**src/hdl/bbr_pkg.sv**
```systemverilog
// Shared types and constants for the 5x5 RGB box mean filter.
package bbr_pkg;

    localparam int WIN       = 5;
    localparam int LINES     = WIN - 1;
    localparam int CH_W      = 8;
    localparam int CFG_W     = 11;
    localparam int CFG_RESET = 1024;
    localparam int COLSUM_W  = 11;
    localparam int WINSUM_W  = 13;
    localparam int DIV_MUL_W = 13;
    localparam int PROD_W    = WINSUM_W + DIV_MUL_W;
    localparam int DIV_SHIFT = 17;

    localparam logic [DIV_MUL_W-1:0] DIV_MUL = 13'd5243;

    typedef struct packed {
        logic [CH_W-1:0] red;
        logic [CH_W-1:0] green;
        logic [CH_W-1:0] blue;
    } pixel_t;

    typedef pixel_t [LINES-1:0] line_col_t;
    typedef pixel_t [WIN-1:0]   column_t;

    typedef struct packed {
        logic [WINSUM_W-1:0] red;
        logic [WINSUM_W-1:0] green;
        logic [WINSUM_W-1:0] blue;
    } win_sum_t;

endpackage

```
**src/hdl/bbr_window.sv**
```systemverilog
// 5x5 window sums built from the incoming column and four held column sums per channel.
module bbr_window (
    input  logic             aclk,
    input  logic             aresetn,
    input  logic             shift_en,
    input  bbr_pkg::column_t col_in,
    output bbr_pkg::win_sum_t win_sum
);
    import bbr_pkg::*;

    typedef struct packed {
        logic [COLSUM_W-1:0] red;
        logic [COLSUM_W-1:0] green;
        logic [COLSUM_W-1:0] blue;
    } colsum_t;

    colsum_t  cs_reg [WIN-1];
    colsum_t  cs_new;
    win_sum_t win_sum_reg;
    win_sum_t win_sum_next;

    always_comb begin
        cs_new = '0;
        for (int r = 0; r < WIN; r++) begin
            cs_new.red   = cs_new.red   + COLSUM_W'(col_in[r].red);
            cs_new.green = cs_new.green + COLSUM_W'(col_in[r].green);
            cs_new.blue  = cs_new.blue  + COLSUM_W'(col_in[r].blue);
        end
        win_sum_next.red   = WINSUM_W'(cs_new.red);
        win_sum_next.green = WINSUM_W'(cs_new.green);
        win_sum_next.blue  = WINSUM_W'(cs_new.blue);
        for (int c = 0; c < WIN - 1; c++) begin
            win_sum_next.red   = win_sum_next.red   + WINSUM_W'(cs_reg[c].red);
            win_sum_next.green = win_sum_next.green + WINSUM_W'(cs_reg[c].green);
            win_sum_next.blue  = win_sum_next.blue  + WINSUM_W'(cs_reg[c].blue);
        end
    end

    always_ff @(posedge aclk) begin
        if (!aresetn) begin
            for (int c = 0; c < WIN - 1; c++) begin
                cs_reg[c] <= '0;
            end
            win_sum_reg <= '0;
        end else if (shift_en) begin
            for (int c = 0; c < WIN - 2; c++) begin
                cs_reg[c] <= cs_reg[c+1];
            end
            cs_reg[WIN-2] <= cs_new;
            win_sum_reg   <= win_sum_next;
        end
    end

    assign win_sum = win_sum_reg;

endmodule

```
**config.mk**
```make
export PLATFORM = sky130hd
export DESIGN_NAME = bbr_window
export DESIGN_NICKNAME = d
export VERILOG_FILES = /design/src/hdl/bbr_pkg.sv /design/src/hdl/bbr_window.sv
export SDC_FILE = /design/constraint.sdc
export NUM_CORES = 1
export LEC_CHECK = 0
export ABC_AREA = 1
export BUFFER_PORTS_ARGS = -buffer_cell sky130_fd_sc_hd__buf_2
export CAP_MARGIN = 20
export CORE_MARGIN = 5
export CORE_UTILIZATION = 57
export DETAILED_ROUTE_END_ITERATION = 7
export GPL_TIMING_DRIVEN = 0
export PLACE_DENSITY = 0.77
export SYNTH_ARGS = -nofsm -noshare
export SYNTH_HDL_FRONTEND = slang
export SYNTH_SLANG_ARGS = --single-unit
```
**constraint.sdc**
```tcl
create_clock -name aclk -period 18.3 [get_ports aclk]
set_input_delay 3.66 -clock aclk [delete_from_list [all_inputs] [get_ports aclk]]
set_output_delay 3.66 -clock aclk [all_outputs]
set_load 0.01 [all_outputs]
```
# Word level (Yosys, flattened, before mapping)
# Memories as Yosys holds them, arrays and structs flattened.
# Cells that the tools add are included.
# op_classes
bitwise_logic	4
addsub	24
n_mux	8
# ops
op	n
33-bit two-way mux	4
13-bit by 11-bit adder with 13-bit output	6
12-bit by 11-bit adder with 13-bit output	3
11-bit by 11-bit adder with 12-bit output	3
10-bit by 8-bit adder with 11-bit output	3
11-bit by 8-bit adder with 11-bit output	3
9-bit by 8-bit adder with 10-bit output	3
8-bit by 8-bit adder with 9-bit output	3
1-bit two-way mux	4
1-bit bitwise OR	4
# totals
reg_bits	39
ram_bits	132
memories	1
inputBits	123
wordCells	40
# memory_table
name	words	word_bits	read_ports	rd_clocked_by_memory_dff	write_ports	line	text
cs_reg	4	33	4	0	4	bbr_window.sv:17	colsum_t cs_reg [WIN-1];

# Depth between registers and ports, before layout
# depth
word_depth	8
mapped_depth	30
depth_no_buf	30

# Worst setup path before layout
# Ideal clock, no wire load.
# synth_timing
kind	input-to-reg
start	input col_in[17] (netlist name)
end	register win_sum_reg (netlist bit win_sum[38])
setup_ns	0.113
setup_slack_ns	9.459
path_stages	25
n_path_buf	0
required_time_ns	18.187
arrival_time_ns	8.727
path_cell_list	inv_1 -> fa_1 -> fa_1 -> fa_1 -> inv_1 -> ha_1 -> fa_1 -> nand3_1 -> nand2_1 -> a21oi_1 -> xor2_1 -> inv_1 -> fa_1 -> fa_1 -> inv_1 -> fa_1 -> inv_1 -> ha_1 -> nand2_1 -> nor2_1 -> nand3_1 -> nand3_1 -> nand2_1 -> nand3_1 -> nand2_1
# synth_rtl
item	line	text
from (decl)	bbr_window.sv:6	input bbr_pkg::column_t col_in,
to (signal assigned)	bbr_window.sv:50	win_sum_reg <= win_sum_next;
to (decl)	bbr_window.sv:19	win_sum_t win_sum_reg;

==> run_results.csv <==
group,metric,value,unit
outcome,status,"finished, final reports clean",
routing,vias,10080,
synth,synth-simple-area-share,15.78,%
die,io_pins,162,
synth,yosysWarnings,0,
clocking,cts.path.max_buffers,2,
synth,synth_edf_count,132,
synth,synth_xor_area_share,0.6878,%
synth,synth_cell_types,30,
placed_design,dp_hpwl,23.36,mm
routing,viasPerCell,4.756,
clocking,clock_sinks,171,
final_layout,diodes,0,
synth,synth_flop_cell,"edfxtp_1",
timing,fin_crit_sh,48.79,%
clocking,clkTransAtPathRegs,0.07,ns
timing,slew_violations,0,
clocking,tritoncts,"built",
setup_path,crit_type,"in -> reg",
routing,drtAntennaViolNets,0,
grt,grt_pass1_vias,10500,
final_layout,final_util,65.02,%
routing,drt-pass1-iter-count,5,
final_layout,instances_no_fill,2120,
final_layout,drive_gt1_share,12.25,%
timing,rsz0062_at_grt,"false",
routing,routedWlPerCell,13.58,um
worst_hold_path,whs_path_depth,2,
clocking,hold_buffers,0,
flow_run,maxCapViolCount,0,
die,die_h,165.7,um
grt,antenna_found_initial,1,
clocking,cts_setup_buffers,0,
clocking,clk_latency,0.44,ns
final_layout,final_net_count,2146,
synth,synthTopCellsByArea,"edfxtp_1 29%, fa_1 24%, inv_1 15%",
setup_path,startpoint_type,"input port",
worst_hold_path,hold_class,"reg -> reg",
placed_design,place_congestion,0.9064,
die,die_x,165.7,um
setup_path,crit_fanout,6,
synth,async_reset_ff_share,0,%
placed_design,port_buffers,161,
die,initial_utilization,57.35,%
grt,grt_overflow,0,
synth,yosysMostFrequentCell,"inv_1",
synth,synth_commonest_cells,"539 x inv_1, 267 x nand2_1, 180 x nor2_1, 165 x fa_1, 132 x edfxtp_1",
synth,ys_seq_area_share,34.32,%
synth,synth-seq-cells,171,
setup_path,required,18.63,ns
die,dieArea,27470,um2
synth,synthMuxAreaShare,0,%
clocking,cts_made_buffers,17,
grt,grt_usage,21.62,%
synth,synth_largest_area_cell,"edfxtp_1",
clocking,cts_max_level,4,
synth,synth_top_family_by_area,"adder cells",
grt,grt_pass1_wl,48.65,mm
synth,synth_nets,1965,
routing,drtIter0Drc,566,
routing,wl,28.79,mm
placed_design,placedCellCount,2088,
grt,grt_max_degree,71,
timing,relSlewSlack,30.70,%
timing,setup_viol,0,
final_layout,syn2layout_area_growth,13.38,%
clocking,cts_resized,0,
timing,timing.final.crit_period,8.929,ns
setup_path,r2r_cells,18,
synth,synthCells,1602,
timing,setup_tns,0,ns
synth,yosys.area.top_type_share,28.67,%
setup_path,worstPathArrival,9.26,ns
synth,synth-adder-area-share,30.68,%
synth,synth_area,13820,um2
die,core-area,24110,um2
timing,hold_violations,0,
synth,synth_compound_area_share,3.077,%
setup_path,endpoint_kind,"flip-flop",
synth,avgSynthCellArea,8.630,um2
routing,drc,0,
timing,tightestPinTransition,1.040,ns
final_layout,largest_reg_flops,132,
die,rows,57,
clocking,cts-root-buf,"clkbuf_16",
timing,skew,0.009817,ns
timing,clock.fmax,0.1120,GHz
==> per-layer routing <==
| layer | wire length (um) | part of all wire, % | global-route usage, % | vias to the layer above |
|---|---|---|---|---|
| met3 | 1701 | 5.9 | 4.380 | 36 |
| met2 | 14370 | 50 | 37.66 | 241 |
| met1 | 12110 | 42 | 27.59 | 4769 |
| li1 | - | - | - | 5037 |
| met5 | 0 | 0 | 0 | - |
| met4 | 607 | 2.1 | 6.241 | 0 |
==> metrics by stage <==
step | hold slack (ns) | setup slack (ns) | instance area, um2
floorplan | 0.4745 | 9.459 | 13820
finish | 0.4495 | 9.371 | 15670
global placement | 0.4359 | 8.985 | 15040
CTS | 0.4531 | 9.339 | 15670
global route | 0.4684 | 8.973 | 15670
detailed placement | 0.4366 | 8.918 | 15070
==> worst max-delay path, cell delays in order <==
cell and delay, ns:
buf_2 0.08, inv_1 0.05, fa_1 0.54, inv_1 0.05, fa_1 0.47, inv_1 0.05, fa_1 0.48, inv_1 0.04
ha_1 0.39, a21oi_2 0.19, nand2_1 0.12, a21oi_1 0.17, xor2_1 0.27, inv_1 0.10, fa_1 0.43, fa_1 0.54
inv_1 0.06, fa_1 0.49, inv_1 0.04, ha_1 0.38, nand2_1 0.12, nor2_1 0.17, nand3_1 0.11, nand3_1 0.09
nand2_1 0.05, nand3_1 0.08, nand2_1 0.05
==> cells in the final DEF (no fill, tap or decap), types with 3 or more instances in the layout <==
master	n
clkinvlp_4	3
dfxtp_1	39
inv_1	538
xor2_1	9
ha_1	75
nand2_1	267
clkinv_4	3
clkbuf_16	18
edfxtp_1	132
nand2_2	3
o21ai_1	12
a22o_1	6
inv_6	3
clkbuf_1	7
fa_1	165
buf_2	174
nand4_1	13
a21oi_1	30
nor3_1	5
nand3_1	67
nor2_1	180
o21ai_0	23
==> path summary, 6_finish.rpt <==
check	startpoint	endpoint	slack, ns
setup / recovery	col_in[11]	win_sum[25]$_SDFFE_PN0P_	9.37
hold / removal	win_sum[10]$_SDFFE_PN0P_	win_sum[10]$_SDFFE_PN0P_	0.45
setup reg to reg	cs_reg[0][23]$_SDFFCE_PN0P_	win_sum[35]$_SDFFE_PN0P_	14.71
hold reg to reg	win_sum[10]$_SDFFE_PN0P_	win_sum[10]$_SDFFE_PN0P_	0.45
==> kinds of logic after synthesis <==
logic type      Yosys count
buf+inv                 563
compound gates           77
flops                   171
fa+ha+maj               240
simple gates            541
xor+xnor                 10
==> final cells by class <==
type / instances / area (um2)
tap: 324 / 405.4
buffer: 22 / 106.4
clock buffer: 20 / 467.9
sequential: 171 / 4745
fill: 2014 / 8432
timing repair buffer: 162 / 833.3
clock inverter: 12 / 137.6
multi-input combinational: 868 / 6943
inverter: 541 / 2036
Power is not shown: default switching activity piles up to over one toggle a cycle in this logic, so the estimate is an artifact.
